## src/rtl/fpcr_pkg.sv

```systemverilog
package fpcr_pkg;

  // default fraction bits of the row coefficients
  localparam int COEF_FRAC_BITS_DEF = 12;

  // field widths
  localparam int N_W    = 16;
  localparam int CFG_W  = 16;
  localparam int COEF_W = 18;
  localparam int OFF_W  = 17;
  localparam int ROW_W  = 3;
  localparam int MAG_W  = 32;   // magnitude of squares and cross products
  localparam int MT_W   = 32;   // mu / sqrt(2), 30 fraction bits
  localparam int ACC_W  = 40;   // working width of row terms

  // words buffered between the front and the back
  localparam int QUEUE_DEPTH = 8;

  // round(2^16 / sqrt 2)
  localparam logic [CFG_W-1:0] INV_SQRT2_Q16 = 16'd46341;

  // register reset values
  localparam logic [CFG_W-1:0] MU_RESET      = 16'd8192;
  localparam logic [CFG_W-1:0] MIN_F_RESET   = 16'd0;
  localparam logic [CFG_W-1:0] MAX_F_RESET   = 16'hFFFF;

  // register indexes
  typedef enum logic [1:0] {
    CFG_MU    = 2'd0,
    CFG_MIN_F = 2'd1,
    CFG_MAX_F = 2'd2
  } cfg_idx_e;

  // row codes, in emission order
  localparam logic [ROW_W-1:0] ROW_T_POS = 3'd0;
  localparam logic [ROW_W-1:0] ROW_T_NEG = 3'd1;
  localparam logic [ROW_W-1:0] ROW_B_POS = 3'd2;
  localparam logic [ROW_W-1:0] ROW_B_NEG = 3'd3;
  localparam logic [ROW_W-1:0] ROW_N_POS = 3'd4;
  localparam logic [ROW_W-1:0] ROW_N_NEG = 3'd5;

  typedef logic signed [ACC_W-1:0] acc_t;

  localparam acc_t COEF_MAX = 40'sd131071;
  localparam acc_t COEF_MIN = -40'sd131072;

  // side data that travels beside the dividers
  typedef struct packed {
    acc_t term_x;
    acc_t term_y;
    acc_t term_z;
    acc_t nf_x;
    acc_t nf_y;
    acc_t nf_z;
    logic neg_t1;
    logic neg_t2;
    logic neg_b2;
    logic nn_zero;
    logic s_zero;
  } meta_t;

  // one queued normal, ready for row generation
  typedef struct packed {
    acc_t t_x;
    acc_t t_y;
    acc_t t_z;
    acc_t b_y;
    acc_t b_z;
    acc_t term_x;
    acc_t term_y;
    acc_t term_z;
    acc_t nf_x;
    acc_t nf_y;
    acc_t nf_z;
    logic degen;
  } rowsrc_t;

  // saturate a row term to the coefficient range
  function automatic logic signed [COEF_W-1:0] sat_coef(acc_t v);
    logic signed [COEF_W-1:0] r;
    if (v > COEF_MAX) begin
      r = COEF_MAX[COEF_W-1:0];
    end else if (v < COEF_MIN) begin
      r = COEF_MIN[COEF_W-1:0];
    end else begin
      r = v[COEF_W-1:0];
    end
    return r;
  endfunction

endpackage

```

## src/rtl/fpcr_queue.sv

```systemverilog
// Small FIFO of prepared normals between front and back.
module fpcr_queue import fpcr_pkg::*; #(
  parameter int DEPTH = QUEUE_DEPTH
) (
  input  logic    clk_i,
  input  logic    rst_ni,
  input  logic    push_i,
  input  rowsrc_t push_data_i,
  input  logic    pop_i,
  output rowsrc_t head_o,
  output logic    nempty_o,
  output logic    full_o
);

  localparam int PW = $clog2(DEPTH);
  localparam int CW = $clog2(DEPTH + 1);

  rowsrc_t       mem_q [DEPTH];
  logic [PW-1:0] wr_q, rd_q;
  logic [CW-1:0] cnt_q;

  always_ff @(posedge clk_i or negedge rst_ni) begin
    if (!rst_ni) begin
      wr_q  <= '0;
      rd_q  <= '0;
      cnt_q <= '0;
    end else begin
      if (push_i) wr_q <= wr_q + PW'(1);
      if (pop_i)  rd_q <= rd_q + PW'(1);
      cnt_q <= cnt_q + CW'(push_i) - CW'(pop_i);
    end
  end

  always_ff @(posedge clk_i) begin
    if (push_i) mem_q[wr_q] <= push_data_i;
  end

  assign head_o   = mem_q[rd_q];
  assign nempty_o = cnt_q != '0;
  assign full_o   = cnt_q == CW'(DEPTH);

endmodule

```

## config.mk

```make
export PLATFORM = sky130hd
export DESIGN_NAME = fpcr_queue
export DESIGN_NICKNAME = d
export VERILOG_FILES = /design/src/rtl/fpcr_pkg.sv /design/src/rtl/fpcr_queue.sv
export SDC_FILE = /design/constraint.sdc
export NUM_CORES = 2
export LEC_CHECK = 0
export BUFFER_PORTS_ARGS = -buffer_cell sky130_fd_sc_hd__buf_2
export CAP_MARGIN = 40
export CORE_MARGIN = 2
export CORE_UTILIZATION = 60
export DETAILED_ROUTE_END_ITERATION = 10
export GPL_TIMING_DRIVEN = 0
export MAX_ROUTING_LAYER = met4
export PLACE_DENSITY = 0.79
export SYNTH_ARGS = -nofsm -noshare
export SYNTH_HDL_FRONTEND = slang
export SYNTH_SLANG_ARGS = --single-unit
```

## constraint.sdc

```tcl
create_clock -name clk_i -period 46.1 [get_ports clk_i]
set_clock_uncertainty 0.05 [all_clocks]
set_input_delay 13.83 -clock clk_i [delete_from_list [all_inputs] [get_ports clk_i]]
set_output_delay 13.83 -clock clk_i [all_outputs]
set_load 0.02 [all_outputs]
```

==> metrics.md <==
| Metric | Value |
|---|---|
| Run status | finished clean |
| Max stage delay on crit path | 0.67 ns |
| Hold_buf cts | 0 |
| Layout fillers | 11,925 |
| Clock transition at the registers of the reported paths | 0.06 ns |
| GRT Total Usage | 30.80% |
| FF+latch count, synth | 3,538 |
| Netlist cell types | 23 |
| Setup crit start | rd_q[2]$_DFFE_PN0P_ |
| Final Max Tran Viols | 0 |
| Clk buf depth | 4 |
| Slew @ Worst Pin | 0.9318 ns |
| Relative slew slack | 37.88% |
| Nets | 7,127 |
| HP Class | register to register |
| DRC Markers | 0 |
| Sequential power share | 38.4% |
| CP most frequent cell | buf_2 |
| Leak | 52.48 nW |
| Die width | 476.2 um |
| Crit-path slowest cell | buf_1 |
| Drt wl/cell | 33.78 um |
| Largest net degree at the start of global routing | 25 |
| Tmin final | 17.76 ns |
| Die area | 226,700 um2 |
| Detailed Place HPWL | 214,100 um |
| CTS sink cnt | 3,538 |
| Global route overflow | 0 |
| H-tree level count | 5 |
| CTS Root Cell | clkbuf_16 |
| Startpoint of the lowest-slack hold path | wr_q[1]$_DFFE_PN0P_ |
| CTS buffer count | 358 |
| Worst r2r src | wr_q[1]$_DFFE_PN0P_ |
| Vias in the first global route | 65,370 |
| Cells after synthesis | 5,150 |
| YS warnings | 0 |
| Synthesized area per cell | 25.98 um2 |
| Post-synth net total | 5,604 |
| Fmax | 56.30 MHz |
| Layout cells sized above 1 | 42.38% |
| Avg Vias per Cell | 6.375 |
| Final worst path period share | 38.53% |
| Initial antenna violation count | 141 |
| Area growth from synthesis to layout | 18.30% |
| Io pins | 888 |
| Via count | 64,321 |
| Final hold violation count | 0 |
| Maximum vdd drop | 0.00006262 V |
| Clock Latency Late Sink | 0.95 ns |
| Crit Path Max Fanout | 10 |
| Delay-heaviest family, CP | buffers and inverters |
| Worst slack, placed | 28.75 ns |
| CTS tree | built |
| Worst EP arrival | 3.88 ns |
| Final setup margin | 28.34 ns |
| Final GP Congestion | 0.7971 |
| Critical Path Sink Type | output pin |
| RSZ-0062 raised after global routing | no |
| Num rows | 173 |
| Req. time, crit path | 32.22 ns |
| Critical path, cell by cell | buf_2 -> buf_2 -> buf_1 -> mux4_2 -> mux2_2 -> buf_2 |
| WS Path Type | register to output pin |
| Core area | 221,900 um2 |
| Die H | 476.2 um |
| Switching Share | 32.77% |
| Int Pwr | 7.237 mW |
| Initial DRC count | 8,094 |
| Final TNS setup | 0 ns |
| Max-Cap Viols | 0 |
| Starting Density | 60.29% |
| Critical Path Start Type | register |
| Setup Fix Bufs, Post-CTS | 0 |
| DR pass1 iterations | 5 |
| WL final | 340,800 um |
| Antenna Violating Nets Remaining | 0 |
| Post-CTS resize count | 0 |
| First-pass GRT wire length | 482,700 um |
| Worst Path Buf+Inv | 4 |
| Final setup fails | 0 |
| PortBufs | 887 |
| Sw power | 3.527 mW |
| Clock Power Share | 26.5% |
| Register area share after synthesis | 79.38% |
| Comb pwr share | 35.1% |
| Post-Syn Area | 133,800 um2 |
| Pwr Density | 68.02 nW/um2 |
Yosys cell counts:
| library cell | number | area, um2 |
|---|---|---|
| inv_1 | 8 | 30.03 |
| a21o_1 | 1 | 7.510 |
| mux2_2 | 443 | 4989 |
| nor3_1 | 2 | 10.01 |
| clkbuf_1 | 68 | 255.2 |
| buf_8 | 9 | 135.1 |
| buf_2 | 38 | 190.2 |
| mux4_1 | 188 | 4940 |
| nor2_1 | 6 | 22.52 |
| mux4_2 | 694 | 15630 |
| buf_1 | 42 | 157.7 |
| and3_1 | 1 | 6.260 |
| buf_6 | 88 | 991.0 |
| fa_1 | 1 | 20.02 |
| a21oi_1 | 1 | 5.000 |
| nand2_1 | 4 | 15.01 |
| ha_1 | 8 | 100.1 |
| dfrtp_1 | 10 | 250.2 |
| xor2_1 | 3 | 26.28 |
| edfxtp_1 | 3528 | 105900 |
| xnor2_1 | 3 | 26.28 |
| nand2b_1 | 3 | 18.77 |
| nand3_1 | 1 | 5.000 |
cell families (layout without fill, tap and decap cells):
group	Yosys count	in the layout	synth area share, %
mux	1325	1325	19.11
buf+inv	253	2050	1.315
fa+ha+maj	9	9	0.08979
flops	3538	3538	79.38
other cells	0	168	0
simple gates	17	17	0.05799
xor+xnor	6	6	0.03929
compound gates	2	2	0.009352
placed cells by master (no fill, tap or decap), drive strengths merged:
cell type and instances:
and3 1, a21o 1, nand2b 3, buf 1340, dfrtp 10, clkinv 147, nand3 1, edfxtp 3528
nand2 4, ha 8, mux2 443, clkinvlp 15, inv 17, diode 168, nor3 2, bufinv 38
xnor2 3, mux4 882, nor2 6, xor2 3, clkbuf 493, fa 1, a21oi 1
power by group through the flow:
| stage | logic [mW] | registers (mW) | clock network [mW] |
|---|---|---|---|
| final | 3.78 | 4.13 | 2.85 |
| after global routing | 3.93 | 4.16 | 2.99 |
| after CTS | 3.80 | 4.13 | 2.88 |
| after detailed placement | 3.73 | 4.18 | 0 |
| after global placement | 3.50 | 4.99 | 0 |
| after floorplan | 2.28 | 4.56 | 0 |
per-stage QoR:
| stage | cell area, um2 | hold WS (ns) | util, % | power [mW] | cells |
|---|---|---|---|---|---|
| after floorplan | 133800 | 0.4674 | - | 6.839 | 5150 |
| after global placement | 141900 | 0.4825 | 63.97 | 8.497 | 9012 |
| after detailed placement | 146400 | 0.5013 | 65.99 | 7.913 | 9288 |
| after CTS | 157800 | 0.5147 | 71.14 | 10.81 | 9922 |
| after global routing | 158100 | 0.5493 | 71.27 | 11.08 | 10040 |
| final | 158200 | 0.5159 | 71.33 | 10.76 | 10090 |
final timing paths:
check | depth (start not counted) | slack [ns] | to
max | 6 | 28.34 | head_o[100]
min in group asynchronous | 1 | 12.68 | cnt_q[3]$_DFF_PN0_
min | 1 | 0.52 | wr_q[1]$_DFFE_PN0P_
max reg2reg | 12 | 42.28 | mem_q[0][134]$_DFFE_PP_
max in group asynchronous | 1 | 33.08 | rd_q[0]$_DFFE_PN0P_
min reg2reg | 1 | 0.52 | wr_q[1]$_DFFE_PN0P_
flip-flops by register name, indices dropped and copies added (netlist names):
signal,count
wr_q,3
rd_q,3
cnt_q,4
mem_q,3528
cell type report:
cell class                      count  area (um2)  share of cell area [%]
Buffer                            245        1734                   1.096
Inverter                            8       30.03                 0.01898
Sequential cell                  3538      106200                   67.10
Multi-Input combinational cell   1359       25880                   16.35
Timing Repair Buffer             1163        8852                   5.594
Clock inverter                    209        2106                   1.331
Tap cell                         2975        3722                   2.352
Clock buffer                      425        9316                   5.887
Antenna cell                      168       420.4                  0.2657
layer usage:
layer	GRT usage, %	vias up	wire length, um
met5	-	-	0
met4	12.23	0	15610
met3	8.838	711	38880
met2	48.08	3950	169200
met1	38.58	33862	117100
li1	-	25798	-
(Power assumes the default switching activity.)
