`src/rtl/fpcr_pkg.sv`:
```
package fpcr_pkg;

  // default fraction bits of the row coefficients
  localparam int COEF_FRAC_BITS_DEF = 12;

  // field widths
  localparam int N_W    = 16;
  localparam int CFG_W  = 16;
  localparam int COEF_W = 18;
  localparam int OFF_W  = 17;
  localparam int ROW_W  = 3;
  localparam int MAG_W  = 32;   // magnitude of squares and cross products
  localparam int MT_W   = 32;   // mu / sqrt(2), 30 fraction bits
  localparam int ACC_W  = 40;   // working width of row terms

  // words buffered between the front and the back
  localparam int QUEUE_DEPTH = 8;

  // round(2^16 / sqrt 2)
  localparam logic [CFG_W-1:0] INV_SQRT2_Q16 = 16'd46341;

  // register reset values
  localparam logic [CFG_W-1:0] MU_RESET      = 16'd8192;
  localparam logic [CFG_W-1:0] MIN_F_RESET   = 16'd0;
  localparam logic [CFG_W-1:0] MAX_F_RESET   = 16'hFFFF;

  // register indexes
  typedef enum logic [1:0] {
    CFG_MU    = 2'd0,
    CFG_MIN_F = 2'd1,
    CFG_MAX_F = 2'd2
  } cfg_idx_e;

  // row codes, in emission order
  localparam logic [ROW_W-1:0] ROW_T_POS = 3'd0;
  localparam logic [ROW_W-1:0] ROW_T_NEG = 3'd1;
  localparam logic [ROW_W-1:0] ROW_B_POS = 3'd2;
  localparam logic [ROW_W-1:0] ROW_B_NEG = 3'd3;
  localparam logic [ROW_W-1:0] ROW_N_POS = 3'd4;
  localparam logic [ROW_W-1:0] ROW_N_NEG = 3'd5;

  typedef logic signed [ACC_W-1:0] acc_t;

  localparam acc_t COEF_MAX = 40'sd131071;
  localparam acc_t COEF_MIN = -40'sd131072;

  // side data that travels beside the dividers
  typedef struct packed {
    acc_t term_x;
    acc_t term_y;
    acc_t term_z;
    acc_t nf_x;
    acc_t nf_y;
    acc_t nf_z;
    logic neg_t1;
    logic neg_t2;
    logic neg_b2;
    logic nn_zero;
    logic s_zero;
  } meta_t;

  // one queued normal, ready for row generation
  typedef struct packed {
    acc_t t_x;
    acc_t t_y;
    acc_t t_z;
    acc_t b_y;
    acc_t b_z;
    acc_t term_x;
    acc_t term_y;
    acc_t term_z;
    acc_t nf_x;
    acc_t nf_y;
    acc_t nf_z;
    logic degen;
  } rowsrc_t;

  // saturate a row term to the coefficient range
  function automatic logic signed [COEF_W-1:0] sat_coef(acc_t v);
    logic signed [COEF_W-1:0] r;
    if (v > COEF_MAX) begin
      r = COEF_MAX[COEF_W-1:0];
    end else if (v < COEF_MIN) begin
      r = COEF_MIN[COEF_W-1:0];
    end else begin
      r = v[COEF_W-1:0];
    end
    return r;
  endfunction

endpackage

```
`src/rtl/fpcr_if.sv`:
```


interface fpcr_out_if import fpcr_pkg::*; ();
  logic                     valid;
  logic                     ready;
  logic [ROW_W-1:0]         row_index;
  logic signed [COEF_W-1:0] coef_x;
  logic signed [COEF_W-1:0] coef_y;
  logic signed [COEF_W-1:0] coef_z;
  logic signed [OFF_W-1:0]  row_offset;
  logic                     degenerate;
  logic                     last_row;

  modport source (output valid, row_index, coef_x, coef_y, coef_z, row_offset, degenerate,
                  last_row, input ready);
  modport sink   (input valid, row_index, coef_x, coef_y, coef_z, row_offset, degenerate,
                  last_row, output ready);
endinterface

```
`src/rtl/fpcr_back.sv`:
```
// Back end: walks the six rows of the queue head into the output register.
module fpcr_back import fpcr_pkg::*; (
  input  logic             clk_i,
  input  logic             rst_ni,
  input  rowsrc_t          head_i,
  input  logic             nempty_i,
  input  logic [CFG_W-1:0] min_f_i,
  input  logic [CFG_W-1:0] max_f_i,
  output logic             pop_o,
  fpcr_out_if.source       out_o
);

  logic [ROW_W-1:0] row_q;
  logic             valid_q;
  logic             load;
  acc_t             cx, cy, cz;
  logic signed [OFF_W-1:0] off;

  assign load  = nempty_i & (~valid_q | out_o.ready);
  assign pop_o = load & (row_q == ROW_N_NEG);

  // row terms before saturation
  always_comb begin
    cx  = '0;
    cy  = '0;
    cz  = '0;
    off = '0;
    case (row_q)
      ROW_T_POS: begin
        cx = head_i.t_x - head_i.term_x;
        cy = head_i.t_y - head_i.term_y;
        cz = head_i.t_z - head_i.term_z;
      end
      ROW_T_NEG: begin
        cx = -head_i.t_x - head_i.term_x;
        cy = -head_i.t_y - head_i.term_y;
        cz = -head_i.t_z - head_i.term_z;
      end
      ROW_B_POS: begin
        cx = -head_i.term_x;
        cy = head_i.b_y - head_i.term_y;
        cz = head_i.b_z - head_i.term_z;
      end
      ROW_B_NEG: begin
        cx = -head_i.term_x;
        cy = -head_i.b_y - head_i.term_y;
        cz = -head_i.b_z - head_i.term_z;
      end
      ROW_N_POS: begin
        cx  = head_i.nf_x;
        cy  = head_i.nf_y;
        cz  = head_i.nf_z;
        off = -$signed({1'b0, max_f_i});
      end
      ROW_N_NEG: begin
        cx  = -head_i.nf_x;
        cy  = -head_i.nf_y;
        cz  = -head_i.nf_z;
        off = $signed({1'b0, min_f_i});
      end
      default: begin
        cx = '0;
      end
    endcase
  end

  always_ff @(posedge clk_i or negedge rst_ni) begin
    if (!rst_ni) begin
      row_q   <= ROW_T_POS;
      valid_q <= 1'b0;
    end else begin
      valid_q <= load | (valid_q & ~out_o.ready);
      if (load) row_q <= (row_q == ROW_N_NEG) ? ROW_T_POS : row_q + ROW_W'(1);
    end
  end

  // output word register
  always_ff @(posedge clk_i) begin
    if (load) begin
      out_o.row_index  <= row_q;
      out_o.coef_x     <= sat_coef(cx);
      out_o.coef_y     <= sat_coef(cy);
      out_o.coef_z     <= sat_coef(cz);
      out_o.row_offset <= off;
      out_o.degenerate <= head_i.degen;
      out_o.last_row   <= row_q == ROW_N_NEG;
    end
  end

  assign out_o.valid = valid_q;

endmodule

```
`src/flat_wrapper.sv`:
```
// flat-port wrapper written by rule: the top's interface ports become plain ports
module fpcr_back_flat import fpcr_pkg::*;
  (clk_i, rst_ni, head_i, nempty_i, min_f_i, max_f_i, pop_o, out_o_valid, out_o_row_index, out_o_coef_x, out_o_coef_y, out_o_coef_z, out_o_row_offset, out_o_degenerate, out_o_last_row, out_o_ready);
  fpcr_out_if out_o_i ();
  input  logic clk_i;
  input  logic rst_ni;
  input  rowsrc_t head_i;
  input  logic nempty_i;
  input  logic [CFG_W-1:0] min_f_i;
  input  logic [CFG_W-1:0] max_f_i;
  output logic pop_o;
  output wire logic [$bits(out_o_i.valid)-1:0] out_o_valid;
  output wire logic [$bits(out_o_i.row_index)-1:0] out_o_row_index;
  output wire logic [$bits(out_o_i.coef_x)-1:0] out_o_coef_x;
  output wire logic [$bits(out_o_i.coef_y)-1:0] out_o_coef_y;
  output wire logic [$bits(out_o_i.coef_z)-1:0] out_o_coef_z;
  output wire logic [$bits(out_o_i.row_offset)-1:0] out_o_row_offset;
  output wire logic [$bits(out_o_i.degenerate)-1:0] out_o_degenerate;
  output wire logic [$bits(out_o_i.last_row)-1:0] out_o_last_row;
  input wire logic [$bits(out_o_i.ready)-1:0] out_o_ready;
  assign out_o_valid = out_o_i.valid;
  assign out_o_row_index = out_o_i.row_index;
  assign out_o_coef_x = out_o_i.coef_x;
  assign out_o_coef_y = out_o_i.coef_y;
  assign out_o_coef_z = out_o_i.coef_z;
  assign out_o_row_offset = out_o_i.row_offset;
  assign out_o_degenerate = out_o_i.degenerate;
  assign out_o_last_row = out_o_i.last_row;
  assign out_o_i.ready = out_o_ready;
  fpcr_back u_core (.clk_i(clk_i), .rst_ni(rst_ni), .head_i(head_i), .nempty_i(nempty_i), .min_f_i(min_f_i), .max_f_i(max_f_i), .pop_o(pop_o), .out_o(out_o_i));
endmodule
```
`config.mk`:
```
export PLATFORM = sky130hd
export DESIGN_NAME = fpcr_back_flat
export DESIGN_NICKNAME = d
export VERILOG_FILES = /design/src/rtl/fpcr_pkg.sv /design/src/rtl/fpcr_if.sv /design/src/rtl/fpcr_back.sv /design/src/flat_wrapper.sv
export SDC_FILE = /design/constraint.sdc
export NUM_CORES = 2
export LEC_CHECK = 0
export ABC_CLOCK_PERIOD_IN_PS = 6300
export BUFFER_PORTS_ARGS = -buffer_cell sky130_fd_sc_hd__buf_4
export CAP_MARGIN = 10
export CORE_MARGIN = 2
export CORE_UTILIZATION = 30
export DETAILED_ROUTE_END_ITERATION = 16
export PLACE_DENSITY_LB_ADDON = 0.3
export SLEW_MARGIN = 20
export SYNTH_ARGS = -nofsm -noshare
export SYNTH_HDL_FRONTEND = slang
export SYNTH_SLANG_ARGS = --single-unit
export TNS_END_PERCENT = 20
```
`constraint.sdc`:
```
create_clock -name clk_i -period 6.3 [get_ports clk_i]
set_clock_uncertainty 0.05 [all_clocks]
set_input_delay 0.315 -clock clk_i [delete_from_list [all_inputs] [get_ports clk_i]]
set_output_delay 0.315 -clock clk_i [all_outputs]
set_load 0.05 [all_outputs]
```
==> run_summary.xml <==
<?xml version="1.0" encoding="UTF-8"?>
<metrics>
  <group name="global_route">
    <metric name="grt.total_usage" unit="">0.2792</metric>
    <metric name="antenna_violations_before_repair" unit="">24</metric>
    <metric name="first_global_vias" unit="">37270</metric>
    <metric name="grt_first_pass_wirelength" unit="um">239100</metric>
    <metric name="grt_max_degree" unit="">70</metric>
    <metric name="globalRoute.totalOverflow" unit="">0</metric>
  </group>
  <group name="power">
    <metric name="leakage" unit="nW">17.41</metric>
    <metric name="powerDensity" unit="nW/um2">319.0</metric>
    <metric name="vdd_drop_max" unit="mV">0.2141</metric>
  </group>
  <group name="timing">
    <metric name="whs" unit="ns">0.05880</metric>
    <metric name="setup_ws" unit="ns">0.4718</metric>
    <metric name="worst_slew_pin_slew" unit="ns">1.123</metric>
    <metric name="post-route-period-util" unit="">0.9251</metric>
    <metric name="setup_viol" unit="">0</metric>
    <metric name="unrepaired_setup_endpoints_after_global_routing" unit="">no</metric>
    <metric name="slew_headroom" unit="">0.2510</metric>
    <metric name="finalMaxSlewViolations" unit="">0</metric>
    <metric name="fin_crit" unit="ns">5.828</metric>
    <metric name="setup_total_negative_slack" unit="ns">0</metric>
    <metric name="fmax" unit="MHz">171.6</metric>
    <metric name="finalHoldViolCount" unit="">0</metric>
  </group>
  <group name="detailed_routing">
    <metric name="avgRoutedWirePerCell" unit="um">25.00</metric>
    <metric name="detailedRoute.firstIterationViolations" unit="">4086</metric>
    <metric name="routed.top_layer" unit="">met5</metric>
    <metric name="m1WireLength" unit="um">70220</metric>
    <metric name="vias_per_cell" unit="">5.970</metric>
    <metric name="detail_route.drc_violations" unit="">0</metric>
    <metric name="num_vias" unit="">39620</metric>
    <metric name="route.antenna.remaining_nets" unit="">0</metric>
    <metric name="drtPass1Iterations" unit="">6</metric>
    <metric name="routed-wl-met3" unit="um">14240</metric>
    <metric name="routed-wl-met2" unit="um">75160</metric>
    <metric name="totalWireLength" unit="um">165900</metric>
  </group>
  <group name="yosys">
    <metric name="postSynthNetCount" unit="">5811</metric>
    <metric name="asyncSetResetFlopFracSynth" unit="">0.05000</metric>
    <metric name="yosys_warnings" unit="">0</metric>
    <metric name="synth_area" unit="um2">33010</metric>
    <metric name="yosysSeqAreaShare" unit="">0.07218</metric>
    <metric name="netlist_instances" unit="">4818</metric>
    <metric name="synth_area_per_cell" unit="um2">6.850</metric>
    <metric name="post_synth_edffs" unit="">76</metric>
    <metric name="yosys_register_bits" unit="">80</metric>
    <metric name="synth.lib_cells_used.distinct" unit="">95</metric>
    <metric name="synth_top_flop_cell" unit="">edfxtp_1</metric>
  </group>
  <group name="clocking">
    <metric name="ctsLongestPathBuffers" unit="">2</metric>
    <metric name="numCtsBuffers" unit="">9</metric>
    <metric name="post_cts.repair.setup_buffers" unit="">0</metric>
    <metric name="numClockSinks" unit="">80</metric>
    <metric name="cts_root_buf" unit="">clkbuf_16</metric>
    <metric name="clkLatencyLatePin" unit="ns">0.38</metric>
    <metric name="cts.reportedPaths.clkPinSlew" unit="ns">0.07</metric>
    <metric name="htree_num_levels" unit="">3</metric>
    <metric name="cts_tree" unit="">done</metric>
  </group>
  <group name="floorplanning">
    <metric name="design.die.area" unit="um2">112700</metric>
    <metric name="boundaryPins" unit="">555</metric>
    <metric name="num_rows" unit="">121</metric>
    <metric name="chipHeight" unit="um">335.7</metric>
    <metric name="initial_core_util" unit="">0.3028</metric>
    <metric name="die_x_extent" unit="um">335.7</metric>
    <metric name="core_area" unit="um2">109000</metric>
  </group>
  <group name="cells_and_area">
    <metric name="most_common_library_cell_in_the_layout_ignoring_fill_and_taps" unit="">buf_4</metric>
    <metric name="final_design_area_no_fill" unit="um2">38940</metric>
    <metric name="synthToLayoutAreaGrowth" unit="%">17.97</metric>
    <metric name="most-common-layout-cells" unit="">616 x buf_4, 507 x ha_1, 469 x nand2_1</metric>
    <metric name="finalNetCount" unit="">6199</metric>
    <metric name="final_layout_size_suffix_gt1_frac" unit="">0.1365</metric>
  </group>
  <group name="setup_path">
    <metric name="cp.arrival" unit="ns">5.88</metric>
    <metric name="crit_path_end" unit="">u_core.out_o.coef_z[2]</metric>
    <metric name="worstReg2RegStart" unit="">u_core.row_q[0]</metric>
    <metric name="path_max_fanout" unit="">42</metric>
    <metric name="critPathLaunchType" unit="">register</metric>
    <metric name="critical_path.reg2reg.endpoint" unit="">u_core.out_o.coef_z[2]</metric>
    <metric name="worst-r2r-setup-slack" unit="ns">0.47</metric>
    <metric name="cp-startpoint" unit="">u_core.row_q[0]</metric>
    <metric name="worst-setup-path-type" unit="">register to register</metric>
    <metric name="end_kind" unit="">register</metric>
    <metric name="worst-endpoint-required" unit="ns">6.36</metric>
    <metric name="worst_r2r_path_depth" unit="">18</metric>
  </group>
  <group name="place">
    <metric name="preCtsSetupSlack" unit="ns">0.1778</metric>
    <metric name="placement.cell_area" unit="um2">38600</metric>
    <metric name="dp_hpwl" unit="um">138200</metric>
    <metric name="gp_routability_congestion" unit="">1.049</metric>
    <metric name="port_buffers" unit="">554</metric>
  </group>
  <group name="run_status">
    <metric name="outcome" unit="">complete, no violations</metric>
  </group>
  <group name="min_path">
    <metric name="hold_path_class" unit="">primary input to register</metric>
  </group>
  <group name="flow_run">
    <metric name="max-cap-violations" unit="">0</metric>
  </group>
</metrics>
-- per-stage QoR --
step	power [mW]	instances	utilization
floorplan	7.792	4818	-
global placement	11.57	6608	0.3541
detailed placement	11.53	6608	0.3541
CTS	12.21	6623	0.3568
global route	13.19	6635	0.3572
finish	12.42	6637	0.3572
-- registers in the layout (all words and copies together), names as in the netlist --
name	flops
u_core.out_o.row_index	3
u_core.out_o.coef_x	18
u_core.out_o.last_row	1
u_core.out_o.degenerate	1
u_core.out_o.coef_y	18
u_core.out_o.row_offset	17
u_core.out_o.coef_z	18
u_core.row_q	3
u_core.out_o.valid	1
-- synth_stat cells, types with 50 or more instances --
master    count  area [um2]
a211oi_1     52       390.4
a21o_1       74       555.5
a21oi_1     428        2142
clkbuf_1    222       833.3
edfxtp_1     76        2282
ha_1        508        6356
inv_1       415        1558
mux2i_1      50       500.5
nand2_1     470        1764
nand3_1     100       500.5
nand4_1     122       763.2
nor2_1      337        1265
nor3_1      115       575.6
nor4_1       80       500.5
o211ai_1     60       450.4
o21a_1       62       465.5
o21ai_0     414        2072
o31ai_1      80       600.6
or3_1        58       362.9
xnor2_1     206        1804
xor2_1      152        1331
-- layer usage --
layer / GRT usage / vias up
met4: 0.09904 / 20
li1: - / 18610
met2: 0.4568 / 1910
met5: 0 / -
met3: 0.04764 / 313
met1: 0.3669 / 18770
-- critical path, stage by stage, from the launching register on --
cell and delay (ns):
dfrtp_4 0.49, nor2_4 0.14, nand2_4 0.28, buf_4 0.37, nand2_1 0.10, o21ai_0 0.09
ha_1 0.44, nand2_1 0.14, nor4_1 0.27, o21ai_0 0.20, nand3b_1 0.21, a41oi_1 0.33
nor3_2 0.45, o2111ai_1 0.27, mux2i_1 0.19, a211oi_1 0.63, and4_1 0.31, a31o_2 0.39
o21ai_0 0.16
-- worst min-delay path by stage --
stage / start / endpoint / slack, ns / depth (start not counted)
after floorplan: rst_ni / u_core.out_o.valid / -0.03 / 0
after global placement: rst_ni / u_core.out_o.valid / 0.08 / 1
after detailed placement: rst_ni / u_core.out_o.valid / 0.08 / 1
after CTS: head_i[0] / u_core.out_o.degenerate / 0.03 / 1
after global routing: head_i[0] / u_core.out_o.degenerate / 0.04 / 1
final: head_i[0] / u_core.out_o.degenerate / 0.06 / 1
-- logic make-up after synthesis --
kind of cell	count (synthesis)	share of synthesized area
AOI/OAI and AO/OA	1604	0.3112
and+or+nand+nor	1538	0.2287
buffers and inverters	660	0.07551
adders and majority gates	516	0.1974
xor gates and xnor gates	358	0.09500
DFF	80	0.07218
muxes	62	0.01994
-- layout make-up --
type                       instances  area [um2]
fill                           11920       70070
multi-input combinational       4078       28200
timing repair buffer             620        4695
sequential                        80        2387
tap                             1414        1769
inverter                         417        1568
clock buffer                       9       225.2
clock inverter                     5       57.56
antenna                           14       35.03
-- where the power goes --
group	switching, mW	internal, mW
registers	0.105	0.910
clock network	0.294	0.305
logic	7.27	3.54
-- repair_timing --
item                                    4_1_cts  5_1_grt
resized for setup                             0        2
hold buffers                                  1        0
endpoints found under the setup margin        0       17
hold endpoints to repair                      4        0
Note: power is estimated with default switching activity, not from simulation.
